$ cat src/hdl/sct_pkg.sv
// ----------------------------------------------------------------------------
// sct_pkg
// Types and constants shared by the shell command tokenizer files: token
// kinds, lexer modes, special byte values and the result record.
// ----------------------------------------------------------------------------
package sct_pkg;

  // Token kinds carried on token-end results
  localparam logic [3:0] KIND_SPACE  = 4'd0;
  localparam logic [3:0] KIND_QUOTE  = 4'd1;
  localparam logic [3:0] KIND_PIPE   = 4'd2;
  localparam logic [3:0] KIND_AMP    = 4'd3;
  localparam logic [3:0] KIND_SEMI   = 4'd4;
  localparam logic [3:0] KIND_REDIR  = 4'd5;
  localparam logic [3:0] KIND_VAR    = 4'd6;
  localparam logic [3:0] KIND_ASSIGN = 4'd7;
  localparam logic [3:0] KIND_WORD   = 4'd8;
  localparam logic [3:0] KIND_END    = 4'd9;

  // Lexer modes
  localparam logic [2:0] MODE_IDLE  = 3'd0;
  localparam logic [2:0] MODE_SPACE = 3'd1;
  localparam logic [2:0] MODE_QUOTE = 3'd2;
  localparam logic [2:0] MODE_GT    = 3'd3;
  localparam logic [2:0] MODE_VAR   = 3'd4;
  localparam logic [2:0] MODE_WORD  = 3'd5;

  // Special bytes
  localparam logic [7:0] CH_TICK   = 8'h27;
  localparam logic [7:0] CH_PIPE   = 8'h7C;
  localparam logic [7:0] CH_AMP    = 8'h26;
  localparam logic [7:0] CH_SEMI   = 8'h3B;
  localparam logic [7:0] CH_LT     = 8'h3C;
  localparam logic [7:0] CH_GT     = 8'h3E;
  localparam logic [7:0] CH_DOLLAR = 8'h24;
  localparam logic [7:0] CH_EQ     = 8'h3D;
  localparam logic [7:0] CH_ZERO   = 8'h30;
  localparam logic [7:0] CH_NINE   = 8'h39;
  localparam logic [7:0] CH_SPACE  = 8'h20;
  localparam logic [7:0] CH_TAB    = 8'h09;
  localparam logic [7:0] CH_CR     = 8'h0D;

  // Most results one byte or line end can cause
  localparam int unsigned MAX_RES = 3;

  typedef struct packed {
    logic       is_content;
    logic [7:0] char_out;
    logic [3:0] token_kind;
    logic       quote_error;
    logic       last_of_run;
  } res_t;

  typedef struct packed {
    logic [2:0] mode;
    logic       digits;
    logic       sep;
  } lex_state_t;

  typedef struct packed {
    res_t [MAX_RES-1:0] res;
    logic [1:0]         cnt;
    lex_state_t         next;
  } lex_out_t;

endpackage

$ cat src/hdl/sct_if.sv
// ----------------------------------------------------------------------------
// sct_cmd_if / sct_tok_if
// Valid/ready channels for command-line bytes in and token results out.
// ----------------------------------------------------------------------------
interface sct_cmd_if;
  logic       valid;
  logic       ready;
  logic [7:0] char_in;
  logic       line_end;

  modport source (output valid, output char_in, output line_end, input ready);
  modport sink   (input valid, input char_in, input line_end, output ready);
endinterface

interface sct_tok_if;
  logic       valid;
  logic       ready;
  logic       is_content;
  logic [7:0] char_out;
  logic [3:0] token_kind;
  logic       quote_error;
  logic       last_of_run;

  modport source (output valid, output is_content, output char_out, output token_kind,
                  output quote_error, output last_of_run, input ready);
  modport sink   (input valid, input is_content, input char_out, input token_kind,
                  input quote_error, input last_of_run, output ready);
endinterface

$ cat src/hdl/shell_command_tokenizer.sv
// ----------------------------------------------------------------------------
// shell_command_tokenizer
// Splits a command line, given a byte per transaction and then a line-end
// transaction, into token content bytes and token-end records.
// ----------------------------------------------------------------------------
// Path: the first result of a transaction is offered once it has passed the
//   input register and then the result buffer, which loads only when free.
// Throughput: one transaction per cycle while each gives at most one result
//   and tok.ready holds; a transaction giving more results holds the single
//   result port until the last of them has left.
// Reset: synchronous, active high; clears the lexer state and both buffers.
// ----------------------------------------------------------------------------
module shell_command_tokenizer (
  input  logic      clk,
  input  logic      rst,
  sct_cmd_if.sink   cmd,
  sct_tok_if.source tok
);
  import sct_pkg::*;

  logic               q_valid;
  logic [7:0]         q_char;
  logic               q_end;
  lex_state_t         st;
  res_t [MAX_RES-1:0] rbuf;
  logic [1:0]         rem;
  logic [1:0]         ptr;
  lex_out_t           lx;
  logic               out_fire;
  logic               buf_free;
  logic               step;
  res_t               cur;

  sct_lex u_lex (
    .st       (st),
    .char_in  (q_char),
    .line_end (q_end),
    .lx       (lx)
  );

  // Handshake: the result buffer frees as its last result leaves
  assign out_fire  = tok.valid && tok.ready;
  assign buf_free  = (rem == 2'd0) || ((rem == 2'd1) && out_fire);
  assign step      = q_valid && buf_free;
  assign cmd.ready = !q_valid || buf_free;

  // Control registers
  always_ff @(posedge clk) begin
    if (rst) begin
      q_valid <= 1'b0;
      st      <= '{mode: MODE_IDLE, digits: 1'b0, sep: 1'b0};
      rem     <= 2'd0;
      ptr     <= 2'd0;
    end else begin
      if (cmd.ready) q_valid <= cmd.valid;
      if (step) begin
        st  <= lx.next;
        rem <= lx.cnt;
        ptr <= 2'd0;
      end else if (out_fire) begin
        rem <= rem - 2'd1;
        ptr <= ptr + 2'd1;
      end
    end
  end

  // Payload registers: hold the pending transaction and its results
  always_ff @(posedge clk) begin
    if (cmd.valid && cmd.ready) begin
      q_char <= cmd.char_in;
      q_end  <= cmd.line_end;
    end
    if (step) rbuf <= lx.res;
  end

  // Offer the result at the read pointer
  assign cur             = rbuf[ptr];
  assign tok.valid       = (rem != 2'd0);
  assign tok.is_content  = cur.is_content;
  assign tok.char_out    = cur.char_out;
  assign tok.token_kind  = cur.token_kind;
  assign tok.quote_error = cur.quote_error;
  assign tok.last_of_run = cur.last_of_run;

endmodule

$ cat src/hdl/sct_lex.sv
// ----------------------------------------------------------------------------
// sct_lex
// Lexer step: from the current lexer state and one byte or line end, works
// out up to three results and the next lexer state.
// ----------------------------------------------------------------------------
module sct_lex (
  input  sct_pkg::lex_state_t st,
  input  logic [7:0]          char_in,
  input  logic                line_end,
  output sct_pkg::lex_out_t   lx
);
  import sct_pkg::*;

  function automatic res_t mk(input logic content, input logic [7:0] ch,
                              input logic [3:0] kind);
    res_t r;
    r.is_content  = content;
    r.char_out    = ch;
    r.token_kind  = kind;
    r.quote_error = 1'b0;
    r.last_of_run = 1'b0;
    return r;
  endfunction

  logic is_ws, is_digit, is_delim;

  // Classify the byte
  always_comb begin
    is_ws    = (char_in == CH_SPACE) || ((char_in >= CH_TAB) && (char_in <= CH_CR));
    is_digit = (char_in >= CH_ZERO) && (char_in <= CH_NINE);
    is_delim = (char_in == CH_PIPE) || (char_in == CH_AMP) || (char_in == CH_SEMI) ||
               (char_in == CH_TICK) || (char_in == CH_DOLLAR) || (char_in == CH_LT) ||
               (char_in == CH_GT);
  end

  // Build the result list in order and the next state
  always_comb begin
    res_t [MAX_RES-1:0] res;
    logic [1:0]         cnt;
    lex_state_t         nx;
    logic               start;
    logic               qerr;

    res   = '0;
    cnt   = 2'd0;
    nx    = st;
    start = 1'b0;
    qerr  = 1'b0;

    if (line_end) begin
      // Close the open token, then END unless a separator closed the line
      qerr = (st.mode == MODE_QUOTE);
      case (st.mode)
        MODE_QUOTE: begin
          res[cnt] = mk(1'b0, 8'd0, KIND_QUOTE); cnt = cnt + 2'd1; nx.sep = 1'b0;
        end
        MODE_SPACE: begin
          res[cnt] = mk(1'b0, 8'd0, KIND_SPACE); cnt = cnt + 2'd1; nx.sep = 1'b0;
        end
        MODE_GT: begin
          res[cnt] = mk(1'b0, 8'd0, KIND_REDIR); cnt = cnt + 2'd1; nx.sep = 1'b0;
        end
        MODE_VAR: begin
          res[cnt] = mk(1'b0, 8'd0, KIND_VAR); cnt = cnt + 2'd1; nx.sep = 1'b0;
        end
        MODE_WORD: begin
          res[cnt] = mk(1'b0, 8'd0, KIND_WORD); cnt = cnt + 2'd1; nx.sep = 1'b0;
        end
        default: begin
        end
      endcase
      if (!nx.sep) begin
        res[cnt] = mk(1'b0, 8'd0, KIND_END); cnt = cnt + 2'd1;
      end
      nx.mode   = MODE_IDLE;
      nx.digits = 1'b0;
      nx.sep    = 1'b0;
    end else begin
      // Continue or close the open token
      case (st.mode)
        MODE_QUOTE: begin
          if (char_in == CH_TICK) begin
            res[cnt] = mk(1'b0, 8'd0, KIND_QUOTE); cnt = cnt + 2'd1;
            nx.sep  = 1'b0;
            nx.mode = MODE_IDLE;
          end else begin
            res[cnt] = mk(1'b1, char_in, KIND_SPACE); cnt = cnt + 2'd1;
          end
        end
        MODE_SPACE: begin
          if (!is_ws) begin
            res[cnt] = mk(1'b0, 8'd0, KIND_SPACE); cnt = cnt + 2'd1;
            nx.sep = 1'b0;
            start  = 1'b1;
          end
        end
        MODE_GT: begin
          if (char_in == CH_GT) begin
            res[cnt] = mk(1'b1, char_in, KIND_SPACE); cnt = cnt + 2'd1;
            res[cnt] = mk(1'b0, 8'd0, KIND_REDIR);    cnt = cnt + 2'd1;
            nx.sep  = 1'b0;
            nx.mode = MODE_IDLE;
          end else begin
            res[cnt] = mk(1'b0, 8'd0, KIND_REDIR); cnt = cnt + 2'd1;
            nx.sep = 1'b0;
            start  = 1'b1;
          end
        end
        MODE_VAR: begin
          if (is_delim || (char_in == CH_EQ) || is_ws) begin
            res[cnt] = mk(1'b0, 8'd0, KIND_VAR); cnt = cnt + 2'd1;
            nx.sep = 1'b0;
            start  = 1'b1;
          end else begin
            res[cnt] = mk(1'b1, char_in, KIND_SPACE); cnt = cnt + 2'd1;
          end
        end
        MODE_WORD: begin
          if (char_in == CH_EQ) begin
            res[cnt] = mk(1'b0, 8'd0, KIND_ASSIGN); cnt = cnt + 2'd1;
            nx.sep    = 1'b0;
            nx.mode   = MODE_IDLE;
            nx.digits = 1'b0;
          end else if (st.digits && (char_in == CH_GT)) begin
            res[cnt] = mk(1'b1, char_in, KIND_SPACE); cnt = cnt + 2'd1;
            nx.mode   = MODE_GT;
            nx.digits = 1'b0;
          end else if (st.digits && (char_in == CH_LT)) begin
            res[cnt] = mk(1'b1, char_in, KIND_SPACE); cnt = cnt + 2'd1;
            res[cnt] = mk(1'b0, 8'd0, KIND_REDIR);    cnt = cnt + 2'd1;
            nx.sep    = 1'b0;
            nx.mode   = MODE_IDLE;
            nx.digits = 1'b0;
          end else if (is_delim || is_ws) begin
            res[cnt] = mk(1'b0, 8'd0, KIND_WORD); cnt = cnt + 2'd1;
            nx.sep = 1'b0;
            start  = 1'b1;
          end else begin
            res[cnt] = mk(1'b1, char_in, KIND_SPACE); cnt = cnt + 2'd1;
            if (!is_digit) nx.digits = 1'b0;
          end
        end
        default: begin
          start = 1'b1;
        end
      endcase

      // Open a new token with this byte
      if (start) begin
        nx.mode   = MODE_IDLE;
        nx.digits = 1'b0;
        if (is_ws) begin
          res[cnt] = mk(1'b1, CH_SPACE, KIND_SPACE); cnt = cnt + 2'd1;
          nx.mode = MODE_SPACE;
        end else if (char_in == CH_TICK) begin
          nx.mode = MODE_QUOTE;
        end else if (char_in == CH_PIPE) begin
          res[cnt] = mk(1'b1, char_in, KIND_SPACE); cnt = cnt + 2'd1;
          res[cnt] = mk(1'b0, 8'd0, KIND_PIPE);     cnt = cnt + 2'd1;
          nx.sep = 1'b0;
        end else if (char_in == CH_AMP) begin
          res[cnt] = mk(1'b1, char_in, KIND_SPACE); cnt = cnt + 2'd1;
          res[cnt] = mk(1'b0, 8'd0, KIND_AMP);      cnt = cnt + 2'd1;
          nx.sep = 1'b1;
        end else if (char_in == CH_SEMI) begin
          res[cnt] = mk(1'b1, char_in, KIND_SPACE); cnt = cnt + 2'd1;
          res[cnt] = mk(1'b0, 8'd0, KIND_SEMI);     cnt = cnt + 2'd1;
          nx.sep = 1'b1;
        end else if (char_in == CH_LT) begin
          res[cnt] = mk(1'b1, char_in, KIND_SPACE); cnt = cnt + 2'd1;
          res[cnt] = mk(1'b0, 8'd0, KIND_REDIR);    cnt = cnt + 2'd1;
          nx.sep = 1'b0;
        end else if (char_in == CH_GT) begin
          res[cnt] = mk(1'b1, char_in, KIND_SPACE); cnt = cnt + 2'd1;
          nx.mode = MODE_GT;
        end else if (char_in == CH_DOLLAR) begin
          nx.mode = MODE_VAR;
        end else if (char_in == CH_EQ) begin
          res[cnt] = mk(1'b0, 8'd0, KIND_ASSIGN); cnt = cnt + 2'd1;
          nx.sep = 1'b0;
        end else begin
          res[cnt] = mk(1'b1, char_in, KIND_SPACE); cnt = cnt + 2'd1;
          nx.mode   = MODE_WORD;
          nx.digits = is_digit;
        end
      end
    end

    // Flag quote errors on every result and mark the final one
    for (int i = 0; i < MAX_RES; i++) begin
      res[i].quote_error = qerr;
      res[i].last_of_run = (cnt != 2'd0) && (i == int'(cnt) - 1);
    end

    lx.res  = res;
    lx.cnt  = cnt;
    lx.next = nx;
  end

endmodule
$ cat src/flat_wrapper.sv
// flat-port wrapper written by rule: the top's interface ports become plain ports
module shell_command_tokenizer_flat import sct_pkg::*;
  (clk, rst, cmd_valid, cmd_char_in, cmd_line_end, cmd_ready, tok_valid, tok_is_content, tok_char_out, tok_token_kind, tok_quote_error, tok_last_of_run, tok_ready);
  sct_cmd_if cmd_i ();
  sct_tok_if tok_i ();
  input  logic clk;
  input  logic rst;
  input wire logic [$bits(cmd_i.valid)-1:0] cmd_valid;
  input wire logic [$bits(cmd_i.char_in)-1:0] cmd_char_in;
  input wire logic [$bits(cmd_i.line_end)-1:0] cmd_line_end;
  output wire logic [$bits(cmd_i.ready)-1:0] cmd_ready;
  output wire logic [$bits(tok_i.valid)-1:0] tok_valid;
  output wire logic [$bits(tok_i.is_content)-1:0] tok_is_content;
  output wire logic [$bits(tok_i.char_out)-1:0] tok_char_out;
  output wire logic [$bits(tok_i.token_kind)-1:0] tok_token_kind;
  output wire logic [$bits(tok_i.quote_error)-1:0] tok_quote_error;
  output wire logic [$bits(tok_i.last_of_run)-1:0] tok_last_of_run;
  input wire logic [$bits(tok_i.ready)-1:0] tok_ready;
  assign cmd_i.valid = cmd_valid;
  assign cmd_i.char_in = cmd_char_in;
  assign cmd_i.line_end = cmd_line_end;
  assign cmd_ready = cmd_i.ready;
  assign tok_valid = tok_i.valid;
  assign tok_is_content = tok_i.is_content;
  assign tok_char_out = tok_i.char_out;
  assign tok_token_kind = tok_i.token_kind;
  assign tok_quote_error = tok_i.quote_error;
  assign tok_last_of_run = tok_i.last_of_run;
  assign tok_i.ready = tok_ready;
  shell_command_tokenizer u_core (.clk(clk), .rst(rst), .cmd(cmd_i), .tok(tok_i));
endmodule
$ cat config.mk
export PLATFORM = sky130hd
export DESIGN_NAME = shell_command_tokenizer_flat
export DESIGN_NICKNAME = d
export VERILOG_FILES = /design/src/hdl/sct_pkg.sv /design/src/hdl/sct_if.sv /design/src/hdl/shell_command_tokenizer.sv /design/src/hdl/sct_lex.sv /design/src/flat_wrapper.sv
export SDC_FILE = /design/constraint.sdc
export NUM_CORES = 1
export LEC_CHECK = 0
export BUFFER_PORTS_ARGS = -buffer_cell sky130_fd_sc_hd__buf_2
export CORE_ASPECT_RATIO = 1.4
export CORE_MARGIN = 5
export CORE_UTILIZATION = 55
export CTS_BUF_LIST = sky130_fd_sc_hd__clkbuf_8 sky130_fd_sc_hd__clkbuf_16
export DETAILED_ROUTE_END_ITERATION = 16
export PLACE_DENSITY = 0.79
export SLEW_MARGIN = 0
export SYNTH_ARGS = -nofsm -noshare
export SYNTH_HDL_FRONTEND = slang
export SYNTH_SLANG_ARGS = --single-unit
export TNS_END_PERCENT = 5
$ cat constraint.sdc
create_clock -name clk -period 3.35 [get_ports clk]
set_input_delay 0.335 -clock clk [delete_from_list [all_inputs] [get_ports clk]]
set_output_delay 0.335 -clock clk [all_outputs]
set_load 0.005 [all_outputs]
==> results_dict.tcl <==
set metrics [dict create \
    grt_max_degree 49 \
    run_status "complete, no violations" \
    p_total_mw 2.745 \
    wire_per_inst_um 21.22 \
    cts_buffers 9 \
    min_path_type "in -> reg" \
    synth_cell_types 76 \
    core_mm2 0.007702 \
    die_y_um 114.5 \
    r2r_slack_ns 0.26 \
    syn_avg_cell_area_um2 8.828 \
    drt_wl_total_um 13430 \
    min-delay-start "cmd_char_in[1]" \
    clk_pin_slew_worst_paths_ns 0.07 \
    hold_violations 0 \
    drive_gt1_share_pct 18.39 \
    tightestPinTransition_ns 0.8391 \
    synth_common_cells "nand2_1, edfxtp_1, a21oi_1, nor2_1, o21ai_0" \
    syn-cell-area_mm2 0.004290 \
    r2r-start "u_core.q_char[1]" \
    synth_edf_count 51 \
    finalMaxSlewViolations 0 \
    synth_seq_cells 61 \
    rows 38 \
    cts_tree "done" \
    switching_power_mw 0.9288 \
    viasPerCell 6.428 \
    grt_pass1_vias 3981 \
    whs_ns 0.1409 \
    cp-start-kind "flip-flop" \
    start_util_pct 55.70 \
    cp_max_fo 17 \
    cts_max_path_buffers 2 \
    power.share.clock_pct 28.6 \
    cts_root_buf "clkbuf_8" \
    vias 4069 \
    leakagePower_nw 1.824 \
    fin_cells 633 \
    p_sw_share_pct 33.83 \
    die_area_mm2 0.009692 \
    grt_overflow_total 0 \
    synth_top_cell_area_share_pct 35.70 \
    clk_latency_ns 0.36 \
    relSlewSlack_pct 44.06 \
    grt_pass1_wl_um 21660 \
    rsz0062_at_grt "false" \
    ant_nets 0 \
    h-tree-depth 3 \
    final.setup.tns_ns 0 \
    synth_nets 507 \
    postSynth.asyncResetShare_pct 0 \
    endpoint_kind "flip-flop" \
    io_buffers 29 \
    drt_iter0_drc 406 \
    synth-warning-count 0 \
    gp_congestion 1.031 \
    setup.worst_path.class "reg -> reg" \
    synthTopCellsByArea "edfxtp_1, nand2_1, dfxtp_1" \
    dp_cells 617 \
    peakVddDrop_mv 0.5367 \
    fin_crit_ns 3.088 \
    route.detailed.drc 0 \
    p_int_mw 1.817 \
    cts.sinks 61 \
    hold_end "u_core.q_char[1]" \
    dpl.hpwl_um 10290 \
    post-cts-setup-buffers 0 \
    fin_nets 549 \
    antenna_found_initial 0 \
    drt_pass1_iterations 5 \
    cap_violations 0 \
    ff2ff_path_depth 10 \
    fin_worst_skew_ns 0.006950 \
    setup_viol 0 \
    pwr-share-comb_pct 32.2 \
    powerDensity_mw_per_mm2 560.8 \
    area_growth_pct 14.11 \
    hold_depth 1 \
    io_pins 30 \
    grt_use_total_pct 29.33 \
    ys.flop_type "edfxtp_1" \
    period_share_pct 92.18 \
    yosysTopAreaCell "edfxtp_1" \
    antenna_cells 0 \
    r2r-end "u_core.rbuf[12]" \
    yosysMostFrequentCell "nand2_1" \
    cts_hold_buf 0 \
    synth_cells 486 \
    die_width_um 84.65 \
    required_ns 3.48 \
    ys_seq_area_share_pct 40.36 \
    p_seq_share_pct 39.2 \
    cp.arrival_ns 3.22 \
    max_clock_freq_mhz 323.8 \
]
## stage by stage
| step | util [%] | area [um2] | setup WS, ns |
|---|---|---|---|
| floorplan | - | 4290 | 0.1411 |
| global placement | 60.49 | 4659 | 0.3993 |
| detailed placement | 60.49 | 4659 | 0.2056 |
| CTS | 63.48 | 4890 | 0.1854 |
| global route | 63.56 | 4896 | 0.06982 |
| finish | 63.56 | 4896 | 0.2618 |
## final cells by class
type	instances	area, um2
fillers	695	2806
inverters	18	67.56
multi-input cells	376	2349
clock inverters	7	106.4
clock buffers	9	123.9
well taps	100	125.1
repair buffers	62	392.9
flip-flops and latches	61	1732
## critical path: stages, from the launching register on
cell      delay (ns)
edfxtp_1        0.69
buf_4           0.28
o21ai_0         0.11
and3_1          0.17
a211oi_1        0.28
inv_1           0.12
ha_2            0.27
nand2b_1        0.16
o41ai_1         0.11
a22o_1          0.23
a221oi_1        0.43
## repair_timing
action | 4_1_cts | 5_1_grt
endpoints found under the setup margin | 0 | 4
hold endpoints to repair | 0 | 0
gates resized for setup | 0 | 2
## state kept, by name (all words and copies together) (netlist names)
| name | cells |
|---|---|
| u_core.q_end | 1 |
| u_core.ptr | 2 |
| u_core.q_valid | 1 |
| u_core.rbuf | 42 |
| u_core.st | 5 |
| u_core.q_char | 8 |
| u_core.rem | 2 |
## routing by layer
metal | routed length, um | vias to the layer above | global-route usage, % | share of wire, %
li1 | - | 1902 | - | -
met4 | 913 | 0 | 20.27 | 6.8
met5 | 0 | - | 0 | 0
met1 | 5087 | 1886 | 34.20 | 38
met3 | 885 | 68 | 4.968 | 6.6
met2 | 6546 | 213 | 48.82 | 49
## cells in the final DEF, fill, tap and decap left out, types with 3 or more instances in the layout
master      n
nand2_1    67
edfxtp_1   51
a21oi_1    35
nor2_1     35
buf_4      33
o21ai_0    31
buf_2      29
inv_1      19
and2_1     17
nor3_1     16
mux2i_1    16
nand3_1    16
dfxtp_1    10
nand2b_1    9
clkbuf_8    9
nor2b_1     8
o211ai_1    7
ha_1        7
and3_1      5
or3_1       5
a31oi_1     5
a211oi_1    4
nand4_1     4
nor4_1      4
nor3b_2     3
o22ai_1     3
o22a_1      3
a22oi_1     3
or4_1       3
a32oi_1     3
a22o_1      3
a221oi_1    3
o32ai_1     3
o211a_1     3
bufinv_16   3
## power by group through the flow
stage | clock, mW | sequential [mW] | combinational [mW]
finish | 0.785 | 1.08 | 0.884
global route | 0.821 | 1.09 | 0.976
CTS | 0.785 | 1.08 | 0.877
detailed placement | 0 | 1.09 | 0.873
global placement | 0 | 1.08 | 0.860
floorplan | 0 | 1.04 | 0.613
## kinds of logic (layout without fill, tap and decap cells)
group           Yosys count  count (layout)  synth area share, %
buf+inv                  49              96                5.045
flops                    61              61                40.36
fa+ha+maj                 8               8                2.333
mux                      16              16                3.733
simple gates            210             210                25.63
xor+xnor                  2               2               0.4084
compound gates          140             140                22.49
## worst max path at each step
stage	startpoint	to	slack, ns	depth (start not counted)
after global placement	u_core.q_char[7]	u_core.rbuf[2]	0.40	12
after global routing	u_core.q_char[7]	u_core.rbuf[12]	0.07	10
final	u_core.q_char[1]	u_core.rbuf[12]	0.26	10
after CTS	u_core.q_char[7]	u_core.rbuf[12]	0.19	10
after detailed placement	u_core.q_char[7]	u_core.rbuf[12]	0.21	10
after floorplan	u_core.q_char[6]	u_core.rbuf[2]	0.14	14
Power figures use the tool's default switching activity.
